File: src/hw/rtl/hklc_pkg.sv
// Shared types, constants and register codes of the hotkey level controller.
`timescale 1ns / 1ps

package hklc_pkg;

    localparam int CODE_W   = 10;
    localparam int VOL_W    = 5;
    localparam int BRIGHT_W = 4;
    localparam int HELD_W   = 4;
    localparam int REG_IDX_W = 3;
    localparam int CFG_DATA_W = CODE_W;

    localparam int VOLUME_MAX     = 20;
    localparam int BRIGHTNESS_MAX = 10;
    localparam int HELD_MAX       = 15;

    // Default key codes
    localparam logic [CODE_W-1:0] DEF_SELECT_KEY = CODE_W'(97);
    localparam logic [CODE_W-1:0] DEF_START_KEY  = CODE_W'(28);
    localparam logic [CODE_W-1:0] DEF_DOWN_KEY_A = CODE_W'(18);
    localparam logic [CODE_W-1:0] DEF_DOWN_KEY_B = CODE_W'(15);
    localparam logic [CODE_W-1:0] DEF_UP_KEY_A   = CODE_W'(20);
    localparam logic [CODE_W-1:0] DEF_UP_KEY_B   = CODE_W'(14);

    localparam logic [VOL_W-1:0]    VOLUME_RESET     = VOL_W'(10);
    localparam logic [BRIGHT_W-1:0] BRIGHTNESS_RESET = BRIGHT_W'(5);

    typedef enum logic [REG_IDX_W-1:0] {
        REG_SELECT_KEY         = 3'd0,
        REG_START_KEY          = 3'd1,
        REG_DOWN_KEY_A         = 3'd2,
        REG_DOWN_KEY_B         = 3'd3,
        REG_UP_KEY_A           = 3'd4,
        REG_UP_KEY_B           = 3'd5,
        REG_INITIAL_VOLUME     = 3'd6,
        REG_INITIAL_BRIGHTNESS = 3'd7
    } reg_idx_t;

    typedef enum logic [1:0] {
        KV_RELEASE = 2'd0,
        KV_PRESS   = 2'd1,
        KV_REPEAT  = 2'd2,
        KV_OTHER   = 2'd3
    } key_value_t;

    typedef struct packed {
        logic [CODE_W-1:0] select_key;
        logic [CODE_W-1:0] start_key;
        logic [CODE_W-1:0] down_key_a;
        logic [CODE_W-1:0] down_key_b;
        logic [CODE_W-1:0] up_key_a;
        logic [CODE_W-1:0] up_key_b;
    } key_map_t;

    typedef struct packed {
        logic              is_key;
        logic [CODE_W-1:0] key_code;
        logic [1:0]        key_value;
    } key_word_t;

    typedef struct packed {
        logic [HELD_W-1:0]   held_count;
        logic                select_held;
        logic                start_held;
        logic                start_alone;
        logic                repeat_phase;
        logic [VOL_W-1:0]    volume;
        logic [BRIGHT_W-1:0] brightness;
    } hk_state_t;

    typedef struct packed {
        logic                accepted;
        logic [VOL_W-1:0]    volume_level;
        logic [BRIGHT_W-1:0] brightness_level;
        logic                volume_changed;
        logic                brightness_changed;
        logic                start_alone;
    } status_word_t;

endpackage

File: src/hw/rtl/hklc_key_if.sv
// Key event channel: valid/ready handshake with the event fields.
`timescale 1ns / 1ps

interface hklc_key_if import hklc_pkg::*; ();
    logic              valid;
    logic              ready;
    logic              is_key;
    logic [CODE_W-1:0] key_code;
    logic [1:0]        key_value;

    modport source (output valid, output is_key, output key_code, output key_value,
                    input ready);
    modport sink   (input valid, input is_key, input key_code, input key_value,
                    output ready);
endinterface

File: src/hw/rtl/hklc_status_if.sv
// Level status channel: valid/ready handshake with the result fields.
`timescale 1ns / 1ps

interface hklc_status_if import hklc_pkg::*; ();
    logic                valid;
    logic                ready;
    logic                accepted;
    logic [VOL_W-1:0]    volume_level;
    logic [BRIGHT_W-1:0] brightness_level;
    logic                volume_changed;
    logic                brightness_changed;
    logic                start_alone;

    modport source (output valid, output accepted, output volume_level,
                    output brightness_level, output volume_changed,
                    output brightness_changed, output start_alone, input ready);
    modport sink   (input valid, input accepted, input volume_level,
                    input brightness_level, input volume_changed,
                    input brightness_changed, input start_alone, output ready);
endinterface

File: src/hw/rtl/hotkey_level_controller.sv
// Top level of the hotkey level controller: registers, handshake and config port.
`timescale 1ns / 1ps

// Usage
//   keys   : sink channel of key event words (is_key, key_code, key_value).
//   status : source channel, one status word per key event word, in order:
//            accepted flag, volume and brightness after the event, the two
//            step flags and the start-alone flag.
//   cfg_we / cfg_index / cfg_data : register writes, one per cycle. The user
//            must write them only while no event is in flight; the block
//            does not enforce this. Indexes 0-5 set the key codes, 6 and 7
//            load the volume and brightness (clamped to their max).
// Timing
//   An accepted word goes to the input register, then its status word to
//   the status register. Throughput is one word per cycle unless status.ready
//   stalls: the state update is one short pass of step logic between them.
// Reset
//   Key codes return to their defaults, the held count and flags clear,
//   volume loads 10 and brightness 5. No words are held.
// Stall
//   While status.ready is low the status word holds; the input register
//   still takes one more word, then keys.ready drops until the status
//   register drains. Nothing is dropped.
module hotkey_level_controller import hklc_pkg::*; (
    input  logic                  clk,
    input  logic                  rst_n,
    hklc_key_if.sink              keys,
    hklc_status_if.source         status,
    input  logic                  cfg_we,
    input  logic [REG_IDX_W-1:0]  cfg_index,
    input  logic [CFG_DATA_W-1:0] cfg_data
);

    key_map_t     key_map_reg;
    hk_state_t    state_reg;
    hk_state_t    state_next;
    key_word_t    word_reg;
    logic         word_valid_reg;
    status_word_t status_reg;
    status_word_t status_next;
    logic         status_valid_reg;
    logic         status_load;
    logic         word_take;
    key_word_t    word_in;

    logic [VOL_W-1:0]    cfg_volume;
    logic [BRIGHT_W-1:0] cfg_brightness;

    // Advance the status register when it is empty or being drained
    assign status_load = word_valid_reg && (!status_valid_reg || status.ready);
    assign keys.ready  = !word_valid_reg || status_load;
    assign word_take   = keys.valid && keys.ready;

    assign word_in.is_key    = keys.is_key;
    assign word_in.key_code  = keys.key_code;
    assign word_in.key_value = keys.key_value;

    // Clamp the level writes to their maximum
    assign cfg_volume = (cfg_data[VOL_W-1:0] > VOL_W'(VOLUME_MAX)) ?
                        VOL_W'(VOLUME_MAX) : cfg_data[VOL_W-1:0];
    assign cfg_brightness = (cfg_data[BRIGHT_W-1:0] > BRIGHT_W'(BRIGHTNESS_MAX)) ?
                            BRIGHT_W'(BRIGHTNESS_MAX) : cfg_data[BRIGHT_W-1:0];

    hklc_step u_step (
        .cur    (state_reg),
        .word   (word_reg),
        .keys   (key_map_reg),
        .nxt    (state_next),
        .status (status_next)
    );

    // Key codes and held/level state
    always_ff @(posedge clk or negedge rst_n)
    begin
        if (!rst_n)
        begin
            key_map_reg.select_key <= DEF_SELECT_KEY;
            key_map_reg.start_key  <= DEF_START_KEY;
            key_map_reg.down_key_a <= DEF_DOWN_KEY_A;
            key_map_reg.down_key_b <= DEF_DOWN_KEY_B;
            key_map_reg.up_key_a   <= DEF_UP_KEY_A;
            key_map_reg.up_key_b   <= DEF_UP_KEY_B;
            state_reg.held_count   <= '0;
            state_reg.select_held  <= 1'b0;
            state_reg.start_held   <= 1'b0;
            state_reg.start_alone  <= 1'b0;
            state_reg.repeat_phase <= 1'b0;
            state_reg.volume       <= VOLUME_RESET;
            state_reg.brightness   <= BRIGHTNESS_RESET;
        end
        else if (cfg_we)
        begin
            unique case (reg_idx_t'(cfg_index))
                REG_SELECT_KEY:         key_map_reg.select_key <= cfg_data;
                REG_START_KEY:          key_map_reg.start_key  <= cfg_data;
                REG_DOWN_KEY_A:         key_map_reg.down_key_a <= cfg_data;
                REG_DOWN_KEY_B:         key_map_reg.down_key_b <= cfg_data;
                REG_UP_KEY_A:           key_map_reg.up_key_a   <= cfg_data;
                REG_UP_KEY_B:           key_map_reg.up_key_b   <= cfg_data;
                REG_INITIAL_VOLUME:     state_reg.volume       <= cfg_volume;
                REG_INITIAL_BRIGHTNESS: state_reg.brightness   <= cfg_brightness;
                default:                key_map_reg            <= key_map_reg;
            endcase
        end
        else if (status_load)
        begin
            state_reg <= state_next;
        end
    end

    // Input word register
    always_ff @(posedge clk or negedge rst_n)
    begin
        if (!rst_n)
        begin
            word_valid_reg <= 1'b0;
        end
        else if (keys.ready)
        begin
            word_valid_reg <= keys.valid;
        end
    end

    always_ff @(posedge clk)
    begin
        if (word_take)
        begin
            word_reg <= word_in;
        end
    end

    // Status register: hold while the receiver stalls
    always_ff @(posedge clk or negedge rst_n)
    begin
        if (!rst_n)
        begin
            status_valid_reg <= 1'b0;
        end
        else if (status_load)
        begin
            status_valid_reg <= 1'b1;
        end
        else if (status.ready)
        begin
            status_valid_reg <= 1'b0;
        end
    end

    always_ff @(posedge clk)
    begin
        if (status_load)
        begin
            status_reg <= status_next;
        end
    end

    assign status.valid              = status_valid_reg;
    assign status.accepted           = status_reg.accepted;
    assign status.volume_level       = status_reg.volume_level;
    assign status.brightness_level   = status_reg.brightness_level;
    assign status.volume_changed     = status_reg.volume_changed;
    assign status.brightness_changed = status_reg.brightness_changed;
    assign status.start_alone        = status_reg.start_alone;

    // Levels stay within range
    a_levels_in_range: assert property (@(posedge clk) disable iff (!rst_n)
        (state_reg.volume <= VOL_W'(VOLUME_MAX)) &&
        (state_reg.brightness <= BRIGHT_W'(BRIGHTNESS_MAX)))
        else $error("level above its maximum");

    // A step only comes from an accepted event, and never on both levels
    a_step_needs_accept: assert property (@(posedge clk) disable iff (!rst_n)
        status_valid_reg && (status_reg.volume_changed || status_reg.brightness_changed)
        |-> status_reg.accepted &&
            !(status_reg.volume_changed && status_reg.brightness_changed))
        else $error("step flag without accepted event or on both levels");

    // A volume step moves the stored volume
    a_volume_step_moves: assert property (@(posedge clk) disable iff (!rst_n)
        status_load && status_next.volume_changed && !cfg_we
        |=> state_reg.volume != $past(state_reg.volume))
        else $error("volume step flag without a volume change");

    // An ignored event leaves the state alone
    a_ignored_keeps_state: assert property (@(posedge clk) disable iff (!rst_n)
        status_load && !status_next.accepted && !cfg_we
        |=> $stable(state_reg))
        else $error("ignored event changed the state");

endmodule

File: src/hw/rtl/hklc_step.sv
// Next-state and status logic for one key event.
`timescale 1ns / 1ps

module hklc_step import hklc_pkg::*; (
    input  hk_state_t    cur,
    input  key_word_t    word,
    input  key_map_t     keys,
    output hk_state_t    nxt,
    output status_word_t status
);

    logic              valid_evt;
    logic              press;
    logic              release_evt;
    logic              repeat_evt;
    logic              is_select;
    logic              is_start;
    logic              is_down;
    logic              is_up;
    logic              eff_press;
    logic              sel_only;
    logic              st_only;
    logic              vol_step;
    logic              bri_step;
    logic [HELD_W-1:0] held_next;

    always_comb
    begin
        valid_evt   = word.is_key && (word.key_value != KV_OTHER);
        press       = (word.key_value == KV_PRESS);
        release_evt = (word.key_value == KV_RELEASE);
        repeat_evt  = (word.key_value == KV_REPEAT);

        // First match wins: select, start, then the adjust keys
        is_select = (word.key_code == keys.select_key);
        is_start  = !is_select && (word.key_code == keys.start_key);
        is_down   = !is_select && !is_start &&
                    ((word.key_code == keys.down_key_a) ||
                     (word.key_code == keys.down_key_b));
        is_up     = !is_select && !is_start &&
                    ((word.key_code == keys.up_key_a) ||
                     (word.key_code == keys.up_key_b));

        held_next = cur.held_count;
        if (press && (cur.held_count < HELD_W'(HELD_MAX)))
        begin
            held_next = cur.held_count + HELD_W'(1);
        end
        else if (release_evt && (cur.held_count != '0))
        begin
            held_next = cur.held_count - HELD_W'(1);
        end

        // Every second auto-repeat acts as a press
        eff_press = repeat_evt ? cur.repeat_phase : press;
        sel_only  = cur.select_held && !cur.start_held;
        st_only   = cur.start_held && !cur.select_held;

        nxt      = cur;
        vol_step = 1'b0;
        bri_step = 1'b0;

        if (valid_evt)
        begin
            nxt.held_count = held_next;
            if (is_select)
            begin
                if (!repeat_evt)
                begin
                    nxt.select_held = press;
                end
            end
            else if (is_start)
            begin
                if (!repeat_evt)
                begin
                    nxt.start_held  = press;
                    nxt.start_alone = press && (held_next == HELD_W'(1));
                end
            end
            else if (is_down || is_up)
            begin
                nxt.repeat_phase = repeat_evt ? !cur.repeat_phase : 1'b0;
                if (eff_press && sel_only)
                begin
                    if (is_down && (cur.volume != '0))
                    begin
                        nxt.volume = cur.volume - VOL_W'(1);
                        vol_step   = 1'b1;
                    end
                    else if (is_up && (cur.volume < VOL_W'(VOLUME_MAX)))
                    begin
                        nxt.volume = cur.volume + VOL_W'(1);
                        vol_step   = 1'b1;
                    end
                end
                else if (eff_press && st_only)
                begin
                    if (is_down && (cur.brightness != '0))
                    begin
                        nxt.brightness = cur.brightness - BRIGHT_W'(1);
                        bri_step       = 1'b1;
                    end
                    else if (is_up && (cur.brightness < BRIGHT_W'(BRIGHTNESS_MAX)))
                    begin
                        nxt.brightness = cur.brightness + BRIGHT_W'(1);
                        bri_step       = 1'b1;
                    end
                end
            end
        end

        status.accepted           = valid_evt;
        status.volume_level       = nxt.volume;
        status.brightness_level   = nxt.brightness;
        status.volume_changed     = vol_step;
        status.brightness_changed = bri_step;
        status.start_alone        = nxt.start_alone;
    end

endmodule
File: src/flat_wrapper.sv
// flat-port wrapper written by rule: the top's interface ports become plain ports
module hotkey_level_controller_flat import hklc_pkg::*;
  (clk, rst_n, cfg_we, cfg_index, cfg_data, keys_valid, keys_is_key, keys_key_code, keys_key_value, keys_ready, status_valid, status_accepted, status_volume_level, status_brightness_level, status_volume_changed, status_brightness_changed, status_start_alone, status_ready);
  hklc_key_if keys_i ();
  hklc_status_if status_i ();
  input  logic clk;
  input  logic rst_n;
  input  logic cfg_we;
  input  logic [REG_IDX_W-1:0] cfg_index;
  input  logic [CFG_DATA_W-1:0] cfg_data;
  input wire logic [$bits(keys_i.valid)-1:0] keys_valid;
  input wire logic [$bits(keys_i.is_key)-1:0] keys_is_key;
  input wire logic [$bits(keys_i.key_code)-1:0] keys_key_code;
  input wire logic [$bits(keys_i.key_value)-1:0] keys_key_value;
  output wire logic [$bits(keys_i.ready)-1:0] keys_ready;
  output wire logic [$bits(status_i.valid)-1:0] status_valid;
  output wire logic [$bits(status_i.accepted)-1:0] status_accepted;
  output wire logic [$bits(status_i.volume_level)-1:0] status_volume_level;
  output wire logic [$bits(status_i.brightness_level)-1:0] status_brightness_level;
  output wire logic [$bits(status_i.volume_changed)-1:0] status_volume_changed;
  output wire logic [$bits(status_i.brightness_changed)-1:0] status_brightness_changed;
  output wire logic [$bits(status_i.start_alone)-1:0] status_start_alone;
  input wire logic [$bits(status_i.ready)-1:0] status_ready;
  assign keys_i.valid = keys_valid;
  assign keys_i.is_key = keys_is_key;
  assign keys_i.key_code = keys_key_code;
  assign keys_i.key_value = keys_key_value;
  assign keys_ready = keys_i.ready;
  assign status_valid = status_i.valid;
  assign status_accepted = status_i.accepted;
  assign status_volume_level = status_i.volume_level;
  assign status_brightness_level = status_i.brightness_level;
  assign status_volume_changed = status_i.volume_changed;
  assign status_brightness_changed = status_i.brightness_changed;
  assign status_start_alone = status_i.start_alone;
  assign status_i.ready = status_ready;
  hotkey_level_controller u_core (.clk(clk), .rst_n(rst_n), .keys(keys_i), .status(status_i), .cfg_we(cfg_we), .cfg_index(cfg_index), .cfg_data(cfg_data));
endmodule
File: config.mk
export PLATFORM = sky130hd
export DESIGN_NAME = hotkey_level_controller_flat
export DESIGN_NICKNAME = d
export VERILOG_FILES = /design/src/hw/rtl/hklc_pkg.sv /design/src/hw/rtl/hklc_key_if.sv /design/src/hw/rtl/hklc_status_if.sv /design/src/hw/rtl/hotkey_level_controller.sv /design/src/hw/rtl/hklc_step.sv /design/src/flat_wrapper.sv
export SDC_FILE = /design/constraint.sdc
export NUM_CORES = 1
export LEC_CHECK = 0
export ABC_AREA = 1
export BUFFER_PORTS_ARGS = -buffer_cell sky130_fd_sc_hd__buf_2
export CORE_ASPECT_RATIO = 1.2
export CORE_UTILIZATION = 63
export CTS_BUF_LIST = sky130_fd_sc_hd__clkbuf_8
export DETAILED_ROUTE_END_ITERATION = 8
export GPL_TIMING_DRIVEN = 0
export PLACE_DENSITY = 0.83
export SLEW_MARGIN = 20
export SYNTH_ARGS = -nofsm -noshare
export SYNTH_HDL_FRONTEND = slang
export SYNTH_HIERARCHICAL = 1
export SYNTH_SLANG_ARGS = --single-unit
File: constraint.sdc
create_clock -name clk -period 2.4 [get_ports clk]
set_clock_uncertainty 0.2 [all_clocks]
set_input_delay 0 -clock clk [delete_from_list [all_inputs] [get_ports clk]]
set_output_delay 0 -clock clk [all_outputs]
set_load 0.03 [all_outputs]
==> reports/qor.yml, run 1 <==
run_status:
  status: "complete, but fails checks"
  violations: "negative setup slack"
clock_network:
  cts_tree: "yes"
  cts_buffer_depth: 2
  clk_pin_slew_ps: 100
  cts-root-buf: "clkbuf_8"
  cts.sinks: 105
  numCtsBuffers: 9
  worst_skew_pair.late_latency_ps: 360
  h-tree-depth: 3
cells_and_area:
  n_antenna_cell: 0
  final_nets: 917
  fin_area_mm2: 0.00747
  drive_gt1_share_pct: 26.1
  largest_reg_flops: 60
  stdcell_count: 1008
  area_growth_pct: 19.5
  fin_util_pct: 78.1
  num-fill-cells: 674
global_routing:
  overflow: 0
  antenna_found_initial: 0
  grt_pass1_wl_mm: 24.2
  track_usage_pct: 29.9
  grt_max_degree: 44
  grt_pass1_vias: 5233
sta:
  drv_slew: 0
  tns_ps: -696
  max_freq_ghz: 0.395
  tightest_slew_ps: 674
  hold_viol: 0
  whs_ps: 131
  min_period_over_period_pct: 106
  setup_slack_ps: -134
  rsz0062_at_grt: "yes"
  max_slew_margin_pct: 55.0
  finalSetupViolCount: 13
  fin_crit_ps: 2530
synthesis:
  syn_inst: 773
  synth_top_family_by_area: "simple AND/OR/NAND/NOR gates"
  synthesis.nets: 810
  yosys_warnings: 6
  ys_ff_latch: 105
  avgSynthCellArea_um2: 8.09
  synth_fa_ha_area_share_pct: 1.20
  yosys.area.top_type: "dfrtp_1"
  synth_top_area_share_pct: 23.2
  yosysSeqAreaShare_pct: 44.5
  synth.distinct_cells: 40
  synthesis.area_mm2: 0.00625
  synth_xor_area_share_pct: 5.13
  synth_simple_gate_area_share_pct: 28.6
  synthTopCellsByArea: "dfrtp_1 23%, nand2_1 16%, edfxtp_1 12%"
  synth_compound_area_share_pct: 8.79
  synth_mux_area_share_pct: 0.160
detailed_routing:
  drc: 0
  vias: 5379
  first_pass_iters: 5
  vias_per_cell: 5.34
  wl_mm: 14.6
  drt-wirelength-per-cell_um: 14.5
  ant_nets: 0
  initialDrtViolationCount: 353
die:
  coreArea_mm2: 0.00956
  die_w_um: 92.9
  rows: 39
  die_y_um: 111
  dieArea_mm2: 0.0103
  io_pins: 46
  start_util_pct: 65.3
power:
  ir_drop_mv: 0.418
  fin_total_pwr_mw: 5.18
  leakagePower_nw: 3.58
  powerDensity_mw_per_mm2: 693
setup_path:
  r2r_slack_ps: -130
  worstSetupEndpointType: "flop"
  reg2regPathDepth: 18
  cp_max_fo: 8
  crit_path_frequent_cell: "nand2_2"
  critPathKind: "reg2reg"
  path_cells: "buf_6 > inv_4 > nand2_2 > nand2_2 > nor2_2 > nand3_2 > nor2_4 > nor2_8 > nand2_8 > nand2_8 > nand2_4 > nor2_4 > nand2_2 > nand2_2 > nand2_2 > nand2_1 > a21boi_2 > a21oi_2"
  slowest_delay_ps: 410
  critPathSlowestCell: "edfxtp_1"
  r2r_start: "u_core/word_reg[6]$_DFFE_PP_"
  start_kind: "flop"
  reg2reg_to: "u_core/state_reg[4]$_DFFE_PN0P_"
  cp.arrival_ps: 2580
  crit_required_ps: 2450
placed_design:
  hpwl_mm: 10.0
  place_area_mm2: 0.00665
  io_buffers: 45
  dpl_worst_slack_ps: -119
  place_inst: 942
  gp_congestion: 0.882
worst_hold_path:
  hp-class: "in2reg"
  hold_end: "u_core/word_reg[12]$_DFFE_PP_"
  hold_path.startpoint: "keys_is_key"
  min_path_cells: 2
run:
  cap_violations: 0
-- Yosys cell counts (all sizes together) --
| cell | number |
|---|---|
| a21boi | 2 |
| buf | 38 |
| xnor2 | 17 |
| xor2 | 17 |
| dfrtp | 58 |
| edfxtp | 26 |
| o21a | 2 |
| clkinv | 1 |
| ha | 6 |
| a21oi | 14 |
| mux2i | 1 |
| or2 | 1 |
| nand4 | 6 |
| nor2 | 64 |
| nand3 | 42 |
| nand2 | 276 |
| inv | 97 |
| dfstp | 21 |
| o21bai | 2 |
| nor3 | 7 |
| a22oi | 1 |
| o21ai | 74 |
-- what timing repair did --
item,4_1_cts,5_1_grt
pin swaps,26,20
hold buffers,42,0
resized for setup,24,20
endpoints found under the hold margin,146,0
setup buffers,5,3
setup endpoints to repair,16,20
-- cell usage in the layout, fill, tap and decap left out, drive strengths merged, types with 2 or more instances in the layout --
master / n
o21bai: 2
inv: 99
nand2: 276
nand3: 42
o21a: 2
ha: 6
nor2: 64
buf: 93
dfstp: 21
edfxtp: 26
nand4: 6
a21oi: 14
o21ai: 74
dlygate4sd3: 41
nor3: 7
xnor2: 17
clkbuf: 9
clkinv: 4
dfrtp: 58
xor2: 17
a21boi: 2
-- cell type report --
cell class	count	area [um2]	share of cell area (%)
plain buffers	38	343	4.59
clock buffers	9	124	1.66
clock inverters	7	70.1	0.938
inverters	98	389	5.21
multi-input cells	532	2870	38.4
flip-flops and latches	105	2780	37.3
well taps	123	154	2.06
repair buffers	96	738	9.88
-- power breakdown --
group          internal (mW)  leakage, nW  switching (mW)
clock network          0.483        0.100           0.603
registers               2.22         1.20           0.262
logic                  0.673         2.28           0.937
total                   3.37         3.58            1.80
-- worst max-delay path: cells and delay by family (launching register included) --
| kind | cells | cell delay (ps) |
|---|---|---|
| and+or+nand+nor | 14 | 1310 |
| buffers and inverters | 2 | 220 |
| DFF | 1 | 410 |
| AOI/OAI and AO/OA | 2 | 260 |
-- kinds of logic (layout without fill, tap and decap cells) --
group / after synthesis / in the layout
buf+inv: 136 / 248
fa+ha+maj: 6 / 6
flops: 105 / 105
compound gates: 95 / 95
mux: 1 / 1
xor+xnor: 34 / 34
simple gates: 396 / 396
-- worst max-delay path by stage --
stage	cells past startpoint	to	from	slack (ps)
finish	18	u_core/state_reg[4]$_DFFE_PN0P_	u_core/word_reg[6]$_DFFE_PP_	-130
global route	17	u_core/state_reg[4]$_DFFE_PN0P_	u_core/word_reg[6]$_DFFE_PP_	-230
CTS	17	u_core/state_reg[8]$_DFFE_PN0P_	u_core/key_map_reg[55]$_DFFE_PN1P_	-40
detailed placement	17	u_core/state_reg[1]$_DFFE_PN0P_	u_core/key_map_reg[44]$_DFFE_PN1P_	-120
global placement	17	u_core/state_reg[1]$_DFFE_PN0P_	u_core/key_map_reg[44]$_DFFE_PN1P_	-90
floorplan	17	u_core/state_reg[1]$_DFFE_PN0P_	u_core/key_map_reg[55]$_DFFE_PN1P_	220
-- layer usage --
layer	vias up	global-route usage [%]	wire length [um]
met5	-	0	0
met4	0	12.7	537
met3	40	4.46	699
met2	189	52.6	7580
met1	2530	36.0	5820
li1	2620	-	-
Note: power is estimated with default switching activity, not from simulation.
==> run 2: changes to the inputs <==
--- a/config.mk
+++ b/config.mk
@@ -8,11 +8,11 @@
 export ABC_AREA = 1
 export BUFFER_PORTS_ARGS = -buffer_cell sky130_fd_sc_hd__buf_2
 export CORE_ASPECT_RATIO = 1.2
-export CORE_UTILIZATION = 63
+export CORE_UTILIZATION = 68
 export CTS_BUF_LIST = sky130_fd_sc_hd__clkbuf_8
 export DETAILED_ROUTE_END_ITERATION = 8
 export GPL_TIMING_DRIVEN = 0
-export PLACE_DENSITY = 0.83
+export PLACE_DENSITY = 0.89
 export SLEW_MARGIN = 20
 export SYNTH_ARGS = -nofsm -noshare
 export SYNTH_HDL_FRONTEND = slang
==> constraint.sdc (replaced) <==
create_clock -name clk -period 3.3 [get_ports clk]
set_clock_uncertainty 0.2 [all_clocks]
set_input_delay 0 -clock clk [delete_from_list [all_inputs] [get_ports clk]]
set_output_delay 0 -clock clk [all_outputs]
set_load 0.03 [all_outputs]
==> run 2 against run 1 <==
- the run now ends clean
- sequential share of layout area up 1.3 points
- combinational power down 30%
- design area down 3.3%
- critical path type unchanged
- largest cell class is now flip-flops and latches
- largest power group unchanged
==> reports/qor.yml, run 2 (synthesis gave the netlist of run 1 again) <==
global_routing:
  grt_pass1_wl_mm: 24.4  # +0.97%
  antenna_found_initial: 0  # unchanged
  track_usage_pct: 34.5  # +4.5 points
  overflow: 0  # unchanged
  grt_pass1_vias: 5431  # +3.8%
  grt_max_degree: 40  # -9.1%
run_status:
  status: "complete, no violations"
sta:
  drv_slew: 0  # unchanged
  max_slew_margin_pct: 33.6  # -21 points
  max_freq_ghz: 0.380  # -3.7%
  finalSetupViolCount: 0  # -13
  tightest_slew_ps: 996  # +322 ps
  min_period_over_period_pct: 79.7  # -26 points
  hold_viol: 0  # unchanged
  whs_ps: 124  # -7.19 ps
  rsz0062_at_grt: "no"
  tns_ps: 0  # +696 ps
  fin_crit_ps: 2630  # +96.5 ps
setup_path:
  start_kind: "flop"
  cp_max_fo: 8  # unchanged
  path_delay_family: "simple AND/OR/NAND/NOR gates"
  crit_required_ps: 3370  # +920 ps
  critPathKind: "reg2reg"
  crit_path_frequent_cell: "nand2_1"
  cp.arrival_ps: 2700  # +120 ps
  path_buf_inv: 2  # unchanged
  slowest_delay_ps: 560  # +150 ps
  critPathSlowestCell: "dfstp_2"
  worstSetupEndpointType: "flop"
  path_cells: "inv_1 > nand2_1 > nand2_1 > nor2_1 > nand3_2 > nor2_4 > nor2_8 > nand2_8 > nand2_8 > nand3_4 > inv_2 > nand3_1 > nand2_1 > a21oi_1 > o21ai_0 > nand2_1 > nand2_1"
detailed_routing:
  wl_met3_um: 845  # +21%
  first_pass_iters: 5  # unchanged
  drt-met1-wl_mm: 5.71  # -1.9%
  wl_mm: 15.2  # +4.0%
  highest_layer: "met4"
  ant_nets: 0  # unchanged
  vias_per_cell: 5.53  # +3.7%
  initialDrtViolationCount: 381  # +7.9%
  wl_met2_mm: 7.86  # +3.8%
  drc: 0  # unchanged
  drt-wirelength-per-cell_um: 15.4  # +5.8%
  vias: 5483  # +1.9%
placed_design:
  gp_congestion: 0.925  # +4.8%
  place_area_mm2: 0.00664  # -0.11%
  io_buffers: 45  # unchanged
  hpwl_mm: 10.4  # +3.7%
  place_inst: 936  # -0.64%
clock_network:
  worst_skew_pair.late_latency_ps: 380  # +20 ps
  numCtsBuffers: 9  # unchanged
  cts_tree: "yes"
  cts_buffer_depth: 2  # unchanged
  cts-root-buf: "clkbuf_8"
  h-tree-depth: 3  # unchanged
  cts.sinks: 105  # unchanged
  cts_resized: 0  # -100%
  clk_pin_slew_ps: 100  # about the same
die:
  die_w_um: 89.5  # -3.7%
  io_pins: 46  # unchanged
  coreArea_mm2: 0.00875  # -8.5%
  dieArea_mm2: 0.00958  # -7.2%
  start_util_pct: 71.4  # +6.1 points
  die_y_um: 107  # -3.7%
  rows: 37  # -5.1%
cells_and_area:
  stdcell_count: 991  # -1.7%
  n_antenna_cell: 0  # unchanged
  fin_util_pct: 82.6  # +4.5 points
  drive_gt1_share_pct: 22.1  # -4.0 points
  fin_area_mm2: 0.00723  # -3.3%
  final_cell_mix: "259 x nand2_1, 84 x inv_1, 58 x dfrtp_1, 51 x nor2_1, 48 x buf_2"
  final_nets: 906  # -1.2%
  layout_commonest_cell: "nand2_1"
  largest_reg_flops: 60  # unchanged
  area_growth_pct: 15.6
power:
  ir_drop_mv: 0.395  # -5.6%
  switchingPower_mw: 1.30  # -28%
  combPwrFrac_pct: 30.7  # -0.4 points
  leakagePower_nw: 3.52  # -1.9%
  clockPowerShare_pct: 20.5  # -0.5 points
  p_int_mw: 2.39  # -29%
  netSwitchingFraction_pct: 35.3  # +0.44 points
  p_seq_share_pct: 48.8  # +0.9 points
  powerDensity_mw_per_mm2: 511  # -26%
run:
  cap_violations: 0  # unchanged
worst_hold_path:
  hp-class: "in2reg"
-- run 2: stage by stage --
stage | worst slack, ps | power, mW
after floorplan | 1120 | 2.59
after global placement | 815 | 2.80
after detailed placement | 771 | 2.88
after CTS | 732 | 3.66
after global routing | 569 | 3.89
final | 670 | 3.69
-- run 2: path summary, 6_finish.rpt --
kind                                                           end  cells past startpoint                               start  slack [ps]
worst max-delay path               u_core/state_reg[1]$_DFFE_PN0P_                     17  u_core/key_map_reg[50]$_DFFE_PN1P_         670
worst min-delay path                  u_core/word_reg[9]$_DFFE_PP_                      2                    keys_key_code[7]         120
worst max register to register     u_core/state_reg[1]$_DFFE_PN0P_                     17  u_core/key_map_reg[50]$_DFFE_PN1P_         670
max in group asynchronous       u_core/key_map_reg[42]$_DFFE_PN1P_                      4                               rst_n        2050
worst min register to register  u_core/key_map_reg[21]$_DFFE_PN1P_                      2  u_core/key_map_reg[21]$_DFFE_PN1P_         290
min in group asynchronous       u_core/key_map_reg[55]$_DFFE_PN1P_                      3                               rst_n         540
-- run 2: worst reg2reg max path, delay by kind of cell (launching register included) --
kind | cells | cell delay (ps)
and+or+nand+nor | 13 | 1420
buffers and inverters | 2 | 120
DFF | 1 | 560
AOI/OAI and AO/OA | 2 | 240
-- run 2: layer usage --
metal,GRT usage [%],up-vias
li1,-,2591
met1,37.7,2579
met2,59.2,241
met3,6.31,72
met4,23.9,0
met5,0,-
-- run 2: cell type report --
| class | count | area (um2) |
|---|---|---|
| Tap cell | 117 | 146 |
| Multi-Input combinational cell | 532 | 2740 |
| Sequential cell | 105 | 2780 |
| Clock inverter | 5 | 30.0 |
| Inverter | 98 | 383 |
| Timing Repair Buffer | 85 | 648 |
| Buffer | 38 | 339 |
| Fill cell | 555 | 1520 |
| Clock buffer | 11 | 151 |
-- run 2: timing repair --
item / in CTS / in global routing
endpoints found under the setup margin: 0 / 0
setup buffers: 0 / 0
hold buffers: 39 / 0
endpoints found under the hold margin: 147 / 0
-- run 2: power by group through the flow --
stage	Sequential (mW)	Clock, mW	Combinational (mW)
final	1.80	0.757	1.13
after global placement	1.80	0	0.993
after floorplan	1.83	0	0.759
after CTS	1.80	0.756	1.10
after detailed placement	1.82	0	1.06
after global routing	1.83	0.803	1.25
